File: src/sv/sba_ram.sv
// Generic single-port-write, single-port-read synchronous RAM, registered read.
// No dependencies.
module sba_ram #(
    parameter int WIDTH  = 32,
    parameter int DEPTH  = 128,
    parameter int ADDR_W = (DEPTH > 1) ? $clog2(DEPTH) : 1
) (
    input  logic              clk,
    input  logic              we,
    input  logic [ADDR_W-1:0] waddr,
    input  logic [WIDTH-1:0]  wdata,
    input  logic [ADDR_W-1:0] raddr,
    output logic [WIDTH-1:0]  rdata
);

    logic [WIDTH-1:0] mem [DEPTH];
    logic [WIDTH-1:0] rdata_reg;

    // Write port and registered read port
    always_ff @(posedge clk)
    begin
        if (we)
            mem[waddr] <= wdata;
        rdata_reg <= mem[raddr];
    end

    assign rdata = rdata_reg;

endmodule

File: config.mk
export PLATFORM = sky130hd
export DESIGN_NAME = sba_ram
export DESIGN_NICKNAME = d
export VERILOG_FILES = /design/src/sv/sba_ram.sv
export SDC_FILE = /design/constraint.sdc
export NUM_CORES = 2
export LEC_CHECK = 0
export BUFFER_PORTS_ARGS = -buffer_cell sky130_fd_sc_hd__buf_2
export CORE_UTILIZATION = 34
export CTS_CLUSTER_SIZE = 12
export DETAILED_ROUTE_END_ITERATION = 12
export PLACE_DENSITY = 0.48
export SLEW_MARGIN = 20
export SYNTH_ARGS = -nofsm -noshare
export SYNTH_HDL_FRONTEND = slang
export SYNTH_SLANG_ARGS = --single-unit
File: constraint.sdc
create_clock -name clk -period 7.5 [get_ports clk]
set_input_delay 1.5 -clock clk [delete_from_list [all_inputs] [get_ports clk]]
set_output_delay 1.5 -clock clk [all_outputs]
set_load 0.1 [all_outputs]
Word-level counts from Yosys, hierarchy flattened

Memories as Yosys holds them, arrays and structs flattened. A register that Yosys moved wholly into a read port is not among the register bits.
Index checks and enable logic that the tools add are counted.

Register bits: 0
RAM bits: 4,096
Logic and storage cells: 3
Output and inout port bits: 32
Input port bits: 48
Memories: 1

Memory list:

| name | depth | width | rd ports | clocked after Yosys merged registers in | wr ports | line | text |
|---|---|---|---|---|---|---|---|
| mem  | 128   | 32    | 1        | 1                                       | 1        | 16   | `logic [WIDTH-1:0] mem [DEPTH];` |

Multiplexer cells: 2

Operator list:

| operator         | count |
|---|---|
| 1-bit 2-to-1 mux | 2 |

Depth between registers and ports, before layout

Depth in word-level cells: 2
Mapped depth: 8
Gate-level depth less buffers: 4

Worst setup path after synthesis

Ideal clock, no wire load.

Path type: input-to-reg
From: input we
To: memory mem[98][0] (enable)
Cell stages on the path: 3
Required time: 7.039 ns
Library setup time: 0.461 ns
Buffers on the path: 1
Path slack: 2.761 ns
Arrival: 4.278 ns
Cell sequence: clkbuf_1 nand4_1 nor3_1

Cells in the longest elaborated chain, start to end: 2

RTL lines:

| item                                   | line | text |
|---|---|---|
| from (decl)                            | 9    | `input logic we,` |
| 1-bit 2-to-1 mux                       | 22   | `if (we)` |
| 1-bit 2-to-1 mux (implied by the code) | 23   | `mem[waddr] <= wdata;` |
| to (decl)                              | 16   |  |

Every way passes these cells.

Worst setup path in the final report

From: input waddr[5]
To: memory mem[62][7] (enable)

RTL lines:

| item        | line | text |
|---|---|---|
| from (decl) | 10   | `input logic [ADDR_W-1:0] waddr,` |

No word-level cell before the write port.

==> metrics.md <==
| Metric | Value |
|---|---|
| TritonCTS clock tree | `yes` |
| Placeable Area | `457000 sq um` |
| Final hold violations | `0` |
| Antenna violations before repair | `71` |
| Setup-failing EPs final | `0` |
| PD cells | `270 nW/um^2` |
| Clock power share | `41.7%` |
| Critical Path Sink Type | `register` |
| Status | `finished clean` |
| Clock sinks | `4128` |
| Die area | `462000 sq um` |
| Dpl hpwl | `275000 um` |
| Max FFs per register | `4096` |
| Postcts setup bufs | `0` |
| Worst clock skew | `0.0653 ns` |
| #FFs+latches synth | `4128` |
| Total grt overflow | `0` |
| Hold endpoint | `mem[72][13]$_DFFE_PP_` |
| Top Ports | `80` |
| Worst Reg2Reg Path Length in Cells | `4` |
| CP peak stage delay | `1.16 ns` |
| Synth area leader | `edfxtp_1` |
| Area Overhead vs Synth | `15.4%` |
| Power Internal | `37.7 mW` |
| Root buffer cell | `clkbuf_16` |
| Pre-antenna DRT Iters | `6` |
| Hold-critical path depth | `1` |
| FF-to-FF End | `rdata[8]$_DFF_P_` |
| Total negative slack | `0 ns` |
| Flop-to-flop setup slack | `4.81 ns` |
| Routed vias/inst | `5.44` |
| Via count of the routed design | `70800` |
| Cell variety after synth | `17` |
| LEAKAGE | `54.4 nW` |
| Switching share of total power | `22.5%` |
| Routed WL per cell | `36.2 um` |
| Share of cells above drive strength 1 | `35.6%` |
| Pin count of the biggest net entering global routing | `97` |
| NumNets Final | `6514` |
| Cell Area, Synth | `156000 sq um` |
| Worst-path clk slew | `0.06 ns` |
| Chip width | `680 um` |
| Most frequent cells in the layout | `edfxtp_1 (4096), mux4_2 (1344), clkbuf_16 (441), buf_4 (251), clkbuf_1 (130)` |
| Period utilization | `66.2%` |
| Unrepaired setup endpoints after global routing | `false` |
| Critical path's top delay family | `simple AND/OR/NAND/NOR gates` |
| PortBufs | `79` |
| CTS max path bufs | `4` |
| Slowest-stage cell, CP | `nor2_4` |
| Post-CTS Hold Fix Bufs | `0` |
| H-tree levels | `5` |
| CTS Buf Count | `437` |
| Setup CP Type | `primary input to register` |
| Die Y | `680 um` |
| Gr usage total | `20.2%` |
| Switch Pwr | `11.0 mW` |
| Initial DRC count | `8990` |
| Crit path arrival time | `5.61 ns` |
| Combinational share of power | `5.7%` |
| Slew Viols, Final | `0` |
| Post-CTS Resized | `0` |
| Sequential Power Share | `52.6%` |
| Global-route wire length before repair | `641000 um` |
| Most common cell after layout, fill and taps aside | `edfxtp_1` |
| Initial core utilization | `34.2%` |
| Share of the synthesized area in the top cell type | `78.7%` |
| Reg2reg start | `mem[94][8]$_DFFE_PP_` |
| Row cnt | `248` |
| Area contributors post-synth | `edfxtp_1 (79%), mux4_2 (19%), clkbuf_1 (0.44%), dfxtp_1 (0.41%), nor2_1 (0.29%)` |
| Worst slew pin tran | `1.20 ns` |
| Min-delay src | `wdata[13]` |
| Post-synthesis cell count | `5990` |
| Worst-skew pair later-pin latency | `1.00 ns` |
| Maximum vdd drop | `0.204 mV` |
| Total of max-cap violations | `0` |
| Yosys warns | `0` |
| Final ANT Viol Nets | `0` |
| Seq/Total Area, Yosys | `79.1%` |
| Max-slew headroom | `19.7%` |
| RD Place Congestion | `0.790` |
| Syn Area/Cell | `26.1 sq um` |
| Max Fclk | `201 MHz` |
| Final WL | `471000 um` |
| Syn nets | `6038` |
| WP data required | `8.14 ns` |
| Critical path, cell by cell | `buf_2 -> nor2b_1 -> nand3_1 -> nor2_4 -> buf_4` |
| Hold WC Path Type | `primary input to register` |
| DRC viols | `0` |
| Power, Total | `48.7 mW` |
| Critical Path Start Type | `primary input` |
| Buf/Inv on CP | `2` |
| Crit Path Max Fanout | `17` |
| Vias in the first global route | `73300` |
| Tmin final | `4.97 ns` |
routing by layer:
layer | part of all wire [%] | wire (um) | global-route usage [%] | up-vias
li1 | - | - | - | 27500
met1 | 41 | 194000 | 27.7 | 40100
met2 | 50 | 233000 | 33.8 | 2561
met3 | 6.1 | 28600 | 2.71 | 583
met4 | 3.1 | 14500 | 5.91 | 10
met5 | 0.014 | 66 | 0 | -
logic make-up (layout without fill, tap and decap cells):
logic type             after synthesis  after routing  share of synthesized area (%)
AND/OR/NAND/NOR                    170            170                          0.446
buffers and inverters              316           1154                          0.839
other                                0             60                              0
flip-flops                        4128           4128                           79.1
multiplexers                      1376           1376                           19.6
cells in the mapped netlist, drive strengths merged:
cell    instances
nor3            9
mux2           32
nand4           3
edfxtp       4096
nor2          122
clkbuf        182
mux4         1344
nor2b           7
nand2b          2
nand3          12
buf           134
dfxtp          32
or3             1
nand2          14
worst max path at each step:
stage                  start                     to  slack (ns)  depth (start not counted)
global placement    waddr[5]  mem[61][26]$_DFFE_PP_        1.44                          5
CTS                 waddr[5]   mem[62][7]$_DFFE_PP_        2.68                          5
finish              waddr[5]   mem[62][7]$_DFFE_PP_        2.53                          5
detailed placement  waddr[5]  mem[62][14]$_DFFE_PP_        1.64                          5
floorplan                 we   mem[98][0]$_DFFE_PP_        2.76                          3
global route        waddr[5]   mem[62][7]$_DFFE_PP_        2.47                          5
power groups by stage:
stage / Combinational, mW / Clock [mW] / Sequential, mW
after global placement: 2.80 / 0 / 26.1
after CTS: 2.84 / 20.7 / 25.6
after detailed placement: 2.84 / 0 / 26.1
final: 2.79 / 20.3 / 25.6
after global routing: 2.90 / 21.5 / 25.6
after floorplan: 1.23 / 0 / 26.2
layout make-up:
cell class / instances / area, sq um
Fill cell: 40000 / 277000
Sequential cell: 4128 / 124000
Multi-Input combinational cell: 1546 / 32300
Clock buffer: 590 / 11800
Tap cell: 6125 / 7660
Timing Repair Buffer: 353 / 3330
Clock inverter: 211 / 1460
Antenna cell: 60 / 150
per-stage QoR:
stage / setup slack, ns / hold slack, ns / util, % / instance area, sq um / cells
global placement: 1.44 / 1.13 / 36.4 / 167000 / 12100
finish: 2.53 / 1.01 / 39.4 / 180000 / 13000
global route: 2.47 / 0.997 / 39.4 / 180000 / 13000
CTS: 2.68 / 0.950 / 39.4 / 180000 / 13000
detailed placement: 1.64 / 1.13 / 36.5 / 167000 / 12100
floorplan: 2.76 / 1.07 / - / 156000 / 5990
worst reg2reg max path, cell delays in order, from the launching register on:
cell and delay, ns:
edfxtp_1 0.37, mux4_2 0.47, mux4_2 0.68, mux4_2 0.75, mux2_2 0.35
(Power assumes the default switching activity.)
