## config.mk

```make
export PLATFORM = sky130hd
export DESIGN_NAME = sba_summary
export DESIGN_NICKNAME = d
export VERILOG_FILES = /design/src/sv/sba_pkg.sv /design/src/sv/sba_summary.sv
export SDC_FILE = /design/constraint.sdc
export NUM_CORES = 1
export LEC_CHECK = 0
export BUFFER_PORTS_ARGS = -buffer_cell sky130_fd_sc_hd__buf_2
export CORE_MARGIN = 5
export CORE_UTILIZATION = 40
export DETAILED_ROUTE_END_ITERATION = 7
export GPL_ROUTABILITY_DRIVEN = 0
export GPL_TIMING_DRIVEN = 1
export HOLD_SLACK_MARGIN = 0.06
export PLACE_DENSITY = 0.58
export SYNTH_ARGS = -nofsm -noshare
export SYNTH_HDL_FRONTEND = slang
export SYNTH_SLANG_ARGS = --single-unit
```

## constraint.sdc

```tcl
create_clock -name clk -period 5 [get_ports clk]
set_input_delay 0.75 -clock clk [delete_from_list [all_inputs] [get_ports clk]]
set_output_delay 0.75 -clock clk [all_outputs]
set_load 0.02 [all_outputs]
```

## src/sv/sba_pkg.sv

```systemverilog
// Shared types, constants and helper functions for the sector bitmap allocator.
// No dependencies; the allocator and the summary import this package.
package sba_pkg;

    // Map geometry
    localparam int MAP_SECTORS = 4096;
    localparam int WORD_BITS   = 32;
    localparam int MAP_WORDS   = (MAP_SECTORS + WORD_BITS - 1) / WORD_BITS;
    localparam int WORD_IDX_W  = (MAP_WORDS > 1) ? $clog2(MAP_WORDS) : 1;
    localparam int BIT_IDX_W   = $clog2(WORD_BITS);

    // Field widths
    localparam int SECTOR_W = 12;
    localparam int LIMIT_W  = 13;
    localparam logic [LIMIT_W-1:0] LIMIT_RESET = 13'd32;

    localparam logic [WORD_BITS-1:0] ALL_FREE  = 32'hFFFF_FFFF;
    localparam logic [WORD_BITS-1:0] ALL_TAKEN = 32'h0000_0000;

    typedef enum logic [1:0] {
        CMD_FORMAT  = 2'd0,
        CMD_ALLOC   = 2'd1,
        CMD_RELEASE = 2'd2,
        CMD_RESERVE = 2'd3
    } cmd_e;

    typedef enum logic [1:0] {
        ST_IDLE,
        ST_MODIFY,
        ST_RESP
    } state_t;

    typedef struct packed {
        cmd_e                command;
        logic [SECTOR_W-1:0] sector;
    } in_beat_t;

    typedef struct packed {
        logic [SECTOR_W-1:0] granted_sector;
        logic                status;
    } out_beat_t;

    // Control from the sequencer to the summary/valid tracker
    typedef struct packed {
        logic                  format;
        logic [LIMIT_W-1:0]    limit;
        logic                  upd;
        logic [WORD_IDX_W-1:0] upd_idx;
        logic                  upd_nonzero;
    } sum_ctrl_t;

    // Status from the tracker back to the sequencer
    typedef struct packed {
        logic                  any_free;
        logic [WORD_IDX_W-1:0] low_idx;
        logic                  q_valid;
        logic [WORD_BITS-1:0]  q_fmt_word;
    } sum_stat_t;

    // Bits of a word that stand for real sectors
    function automatic logic [WORD_BITS-1:0] valid_mask(input logic [WORD_IDX_W-1:0] w);
        logic [31:0] first;
        logic [31:0] left;
        first = 32'(w) << BIT_IDX_W;
        left  = 32'(MAP_SECTORS) - first;
        if (left >= 32'(WORD_BITS))
            return ALL_FREE;
        return (32'(1) << left[BIT_IDX_W-1:0]) - 32'(1);
    endfunction

    // Content of word w right after a format with the given limit
    function automatic logic [WORD_BITS-1:0] fmt_word(input logic [WORD_IDX_W-1:0] w,
                                                      input logic [LIMIT_W-1:0]    limit);
        logic [31:0] first;
        first = 32'(w) << BIT_IDX_W;
        if (first < 32'(limit))
            return ALL_TAKEN;
        return ALL_FREE & valid_mask(w);
    endfunction

    // Index of the lowest set bit of a word (0 when empty)
    function automatic logic [BIT_IDX_W-1:0] low_bit(input logic [WORD_BITS-1:0] x);
        logic [BIT_IDX_W-1:0] idx;
        idx = '0;
        for (int i = WORD_BITS - 1; i >= 0; i--)
        begin
            if (x[i])
                idx = BIT_IDX_W'(i);
        end
        return idx;
    endfunction

endpackage

```

## src/sv/sba_summary.sv

```systemverilog
// Per-word summary (word has a free sector) and per-word written flags.
// Depends on sba_pkg; an unwritten word reads as its format value.
module sba_summary (
    input  logic                          clk,
    input  logic                          rst_n,
    input  sba_pkg::sum_ctrl_t            ctrl,
    input  logic [sba_pkg::WORD_IDX_W-1:0] q_idx,
    output sba_pkg::sum_stat_t            stat
);
    import sba_pkg::*;

    logic [MAP_WORDS-1:0]  summary_reg;
    logic [MAP_WORDS-1:0]  written_reg;
    logic [LIMIT_W-1:0]    fmt_limit_reg;
    logic [WORD_IDX_W-1:0] low_idx;

    // Format resets all words to the pattern of the latched limit
    always_ff @(posedge clk or negedge rst_n)
    begin
        if (!rst_n)
        begin
            fmt_limit_reg <= LIMIT_RESET;
            written_reg   <= '0;
            for (int i = 0; i < MAP_WORDS; i++)
                summary_reg[i] <= (fmt_word(WORD_IDX_W'(i), LIMIT_RESET) != ALL_TAKEN);
        end
        else if (ctrl.format)
        begin
            fmt_limit_reg <= ctrl.limit;
            written_reg   <= '0;
            for (int i = 0; i < MAP_WORDS; i++)
                summary_reg[i] <= (fmt_word(WORD_IDX_W'(i), ctrl.limit) != ALL_TAKEN);
        end
        else if (ctrl.upd)
        begin
            written_reg[ctrl.upd_idx] <= 1'b1;
            summary_reg[ctrl.upd_idx] <= ctrl.upd_nonzero;
        end
    end

    // Lowest word with a free sector
    always_comb
    begin
        low_idx = '0;
        for (int i = MAP_WORDS - 1; i >= 0; i--)
        begin
            if (summary_reg[i])
                low_idx = WORD_IDX_W'(i);
        end
    end

    assign stat.any_free   = |summary_reg;
    assign stat.low_idx    = low_idx;
    assign stat.q_valid    = written_reg[q_idx];
    assign stat.q_fmt_word = fmt_word(q_idx, fmt_limit_reg);

endmodule
```

# Yosys cells after proc, flatten, opt, wreduce, memory -nomap -nowiden
# Index checks and enable logic that the tools add are counted.
[classes]
muxes = 1168
add_sub_neg = 2
bitwise_logic = 1
magnitude_cmp = 133
n_reduce_logical = 131
n_shift = 1
[ops]
columns = ["cell", "n"]
rows = [
  ["$mux W32", 516],
  ["$reduce_bool A32 Y1", 128],
  ["$mux W7", 128],
  ["$lt A12 B13 Y1 const A", 64],
  ["$mux W1", 517],
  ["$mux W128", 4],
  ["$lt A11 B13 Y1 const A", 32],
  ["$lt A10 B13 Y1 const A", 16],
  ["$bwmux W128", 1],
  ["$or A128 B128 Y128", 1],
  ["$reduce_or A128 Y1", 1],
  ["$lt A9 B13 Y1 const A", 8],
  ["$lt A8 B13 Y1 const A", 4],
  ["$ge A32 B6 Y1 const B", 1],
  ["$shl A1 B5 Y32 const A", 1],
  ["$sub A32 B2 Y32 const B", 1],
  ["$lt A7 B13 Y1 const A", 2],
  ["$lt A7 B8 Y1 const B", 2],
  ["$sub A13 B12 Y14 const A", 1],
  ["$lt A1 B13 Y1 const A", 1],
  ["$lt A12 B13 Y1", 1],
  ["$lt A6 B13 Y1 const A", 1],
  ["$bmux W1 S7", 1],
  ["$demux W1 S7", 1],
  ["other kinds (3)", 3],
]
[word_totals]
input_bits = 32
ff_bits = 269

# Depth between registers and ports, before layout
[depth]
ltp_word = 128
mapped_depth = 11

# Worst setup path before layout
# OpenSTA, ideal clock, no wires.
[synth_timing]
kind = "in2out"
startpoint = "in q_idx[0] (netlist bit)"
endpoint = "out stat[10] (netlist bit)"
stages = 9
required_time_ps = 4250
t_arrival_ps = 3852
slack_ps = 398
path_cell_list = "ha_1 > or4b_2 > nor3_1 > o21a_1 > o21ai_0 > a21oi_1 > o21ai_0 > a21oi_1 > buf_4"
[synth_lines]
columns = ["item", "line_no", "source"]
rows = [
  ["start, declared", "sba_summary.sv:7", "input logic [sba_pkg::WORD_IDX_W-1:0] q_idx,"],
  ["end, declared", "sba_summary.sv:8", "output sba_pkg::sum_stat_t stat"],
]

==> results.yml <==
timing:
  relSlewSlack_pct: 24.5
  setup_repair_after_global_routing_missed_its_margin: "no"
  report.final.slew_viol_count: 0
  max_freq_ghz: 0.242
  timing.final.hold_violations: 0
  max_slew.worst_pin.slew_ps: 1120
  timing.final.crit_period_ps: 4130
  final.period_utilization_pct: 82.5
  fin_setup_tns_ps: 0
  final.setup.worst_slack_ps: 875
  timing.clock.skew_ps: 0
  setup_violation_total_in_the_final_timing_report: 0
final_layout:
  sequential_cell_area_sq_um: 6890
  multiInputGateArea_sq_um: 7700
  layout.cell_area.non_filler_sq_um: 16900
  stdcell_count: 2251
  layout.nets: 1749
  final.fill_count: 3839
  area_delta_synth_final_pct: 9.82
  drive_above_1_share_pct: 17.6
synth:
  synthDistinctLibCells: 73
  yosysWarningCount: 0
  yosysTopAreaCell: "sky130_fd_sc_hd__dfrtp_1"
  synth_top_cell_area_share_pct: 22.9
  post_synth_main_area_contributors: "sky130_fd_sc_hd__dfrtp_1, sky130_fd_sc_hd__dfstp_2, sky130_fd_sc_hd__nor2_1, sky130_fd_sc_hd__mux2i_1, sky130_fd_sc_hd__a21oi_1"
  ys_dominant_reg_cell: "sky130_fd_sc_hd__dfrtp_1"
  synthCells: 1721
  asyncSetResetFlopFracSynth_pct: 100
  synth-seq-cells: 269
  postSynthAreaPerCell_sq_um: 8.96
  netlist_area_sq_um: 15400
  seq_area_frac_synth_pct: 44.7
  number_of_flops_mapped_to_enable_cells_by_yosys: 0
  mappedNetlistNets: 1762
power:
  power.leakage_uw: 0.00659
  peakVddDrop_mv: 0.298
  power.density_cell_area_nw_per_um2: 328
  finalPower_uw: 5550
detailed_routing:
  drc_errors: 0
  detail_route.vias_per_cell: 6.11
  vias: 13749
  ant_nets: 0
  drtIter0Drc: 1753
  total_routed_length_microns: 54800
  drtPass1Iterations: 6
  avgRoutedWirePerCell_microns: 24.3
clock_network:
  tritoncts: "built"
  ctsResizeCount: 0
  cts.path.max_buffers: 3
  worst_skew_pair.late_latency_ps: 560
  cts.clk_slew.worst_paths_ps: 60
  clock_tree.root_cell: "sky130_fd_sc_hd__clkbuf_16"
  cts_hold_fix_bufs: 0
  cts-buffers-inserted: 31
  clkSinkCount: 269
  cts_max_level: 1
  cts.repair_timing.setup_buffer_count: 0
critical_path:
  crit_path_cell_trace: "or3_1 -> nor3_1 -> o211ai_1 -> nor3_1 -> a311oi_1 -> o221ai_1 -> a2bb2oi_1 -> buf_2"
  worst-endpoint-required_ps: 4250
  family_with_the_most_delay_on_the_worst_path: "simple AND/OR/NAND/NOR gates"
  worstReg2RegStart: "summary_reg[105]"
  worst_path_largest_cell_delay_ps: 690
  critPathMostFrequentCell: "sky130_fd_sc_hd__nor3_1"
  worst_r2r_path_depth: 4
  worst_setup_path_end_kind: "primary output"
  critical-path-slowest-cell: "sky130_fd_sc_hd__nor3_1"
  startpoint_class_of_the_critical_path: "flip-flop"
  critical_path_arrival_ps: 3380
  timing_worst_setup_path_type: "flip-flop to primary output"
  crit-reg2reg-capture: "summary_reg[105]"
  critical_path_buf_inv_count: 1
  critical_path_peak_fanout: 4
  worst-r2r-setup-slack_ps: 3900
global_routing:
  globalRoute.totalOverflow: 0
  antenna_found_initial: 1
  grt_max_degree: 125
  grt_first_pass_wirelength_microns: 82300
  vias_in_the_first_global_route: 13149
  grt_util_all_layers_pct: 25.4
placed_design:
  dp_slack_ps: 998
  hpwl_after_dpl_microns: 37400
  place_area_sq_um: 15900
  placed_cells: 2193
  portBuffers: 72
hold_path:
  hold_path_class: "input pin to asynchronous set/reset pin"
floorplanning:
  initial_utilization_pct: 40.2
  die-width_microns: 206
  io-pin-count: 73
  die-area_sq_um: 42600
  placeableCoreArea_sq_um: 38400
  placementRows: 72
  die_height_microns: 206
flow_run:
  maxCapViolations: 0
outcome:
  outcome: "completed"
layout by cell type, fill, tap and decap left out, types with 31 or more instances in the layout:
| cell type | count |
|---|---|
| sky130_fd_sc_hd__nor3_1 | 42 |
| sky130_fd_sc_hd__nand2_1 | 61 |
| sky130_fd_sc_hd__a21oi_1 | 108 |
| sky130_fd_sc_hd__buf_2 | 69 |
| sky130_fd_sc_hd__nand3_1 | 38 |
| sky130_fd_sc_hd__dfrtp_1 | 141 |
| sky130_fd_sc_hd__dfstp_2 | 128 |
| sky130_fd_sc_hd__mux2i_1 | 102 |
| sky130_fd_sc_hd__o21ai_0 | 81 |
| sky130_fd_sc_hd__nor2_1 | 456 |
| sky130_fd_sc_hd__clkbuf_16 | 31 |
| sky130_fd_sc_hd__nor4_1 | 44 |
cell usage after synthesis, types with 17 or more instances:
master                     instances
sky130_fd_sc_hd__nor4_1           44
sky130_fd_sc_hd__nor2b_1          18
sky130_fd_sc_hd__o211ai_1         17
sky130_fd_sc_hd__o21ai_0          81
sky130_fd_sc_hd__clkbuf_1         76
sky130_fd_sc_hd__buf_4            35
sky130_fd_sc_hd__mux2i_1         102
sky130_fd_sc_hd__nor3_1           42
sky130_fd_sc_hd__o31a_1           17
sky130_fd_sc_hd__dfrtp_1         141
sky130_fd_sc_hd__o221ai_1         30
sky130_fd_sc_hd__inv_1            30
sky130_fd_sc_hd__a21o_1           23
sky130_fd_sc_hd__nor2_1          456
sky130_fd_sc_hd__dfstp_2         128
sky130_fd_sc_hd__o22ai_1          19
sky130_fd_sc_hd__nand2_1          61
sky130_fd_sc_hd__a21oi_1         108
sky130_fd_sc_hd__nand3_1          38
sky130_fd_sc_hd__o21a_1           18
where the power goes:
| part | switching [uW] | internal (uW) |
|---|---|---|
| registers | 132 | 2360 |
| clock network | 918 | 1320 |
| logic | 561 | 263 |
| total | 1610 | 3940 |
how the worst max path moves through the flow:
stage | startpoint | end | slack (ps) | cells after the start
3_5_place_dp | q_idx[0] | stat[32] | 1000 | 8
4_1_cts | fmt_limit_reg[5] | stat[4] | 860 | 11
3_3_place_gp | q_idx[0] | stat[32] | 980 | 8
2_1_floorplan | q_idx[0] | stat[10] | 400 | 9
5_1_grt | fmt_limit_reg[5] | stat[9] | 710 | 11
6_report | summary_reg[59] | stat[33] | 870 | 8
metrics by stage:
step	hold WS (ps)	util (%)
floorplan	454	-
global placement	471	41.6
detailed placement	475	41.6
CTS	338	44.1
global route	387	44.1
finish	305	44.1
metal layers:
metal / global-route usage (%) / up-vias / routed length [microns]
met4: 9.72 / 2 / 2350
li1: - / 6142 / -
met5: 0.595 / - / 31
met1: 35.7 / 6787 / 23400
met2: 38.3 / 691 / 23900
met3: 5.63 / 127 / 5130
cell families (layout without fill, tap and decap cells):
| logic type | after synthesis | after routing | synth area share, % |
|---|---|---|---|
| simple gates | 727 | 727 | 20.8 |
| fa+ha+maj | 9 | 9 | 0.730 |
| other cells | 0 | 1 | 0 |
| buf+inv | 173 | 184 | 5.36 |
| mux | 137 | 137 | 10.8 |
| flops | 269 | 269 | 44.7 |
| compound gates | 406 | 406 | 17.5 |
layout make-up:
class,count,area share (%)
Multi-Input combinational cell,1279,45.5
Sequential cell,269,40.7
Clock buffer,52,5.34
Inverter,33,0.732
Clock inverter,5,0.443
Timing Repair Buffer,94,3.46
Tap cell,518,3.83
Antenna cell,1,0.0148
(Power assumes the default switching activity.)
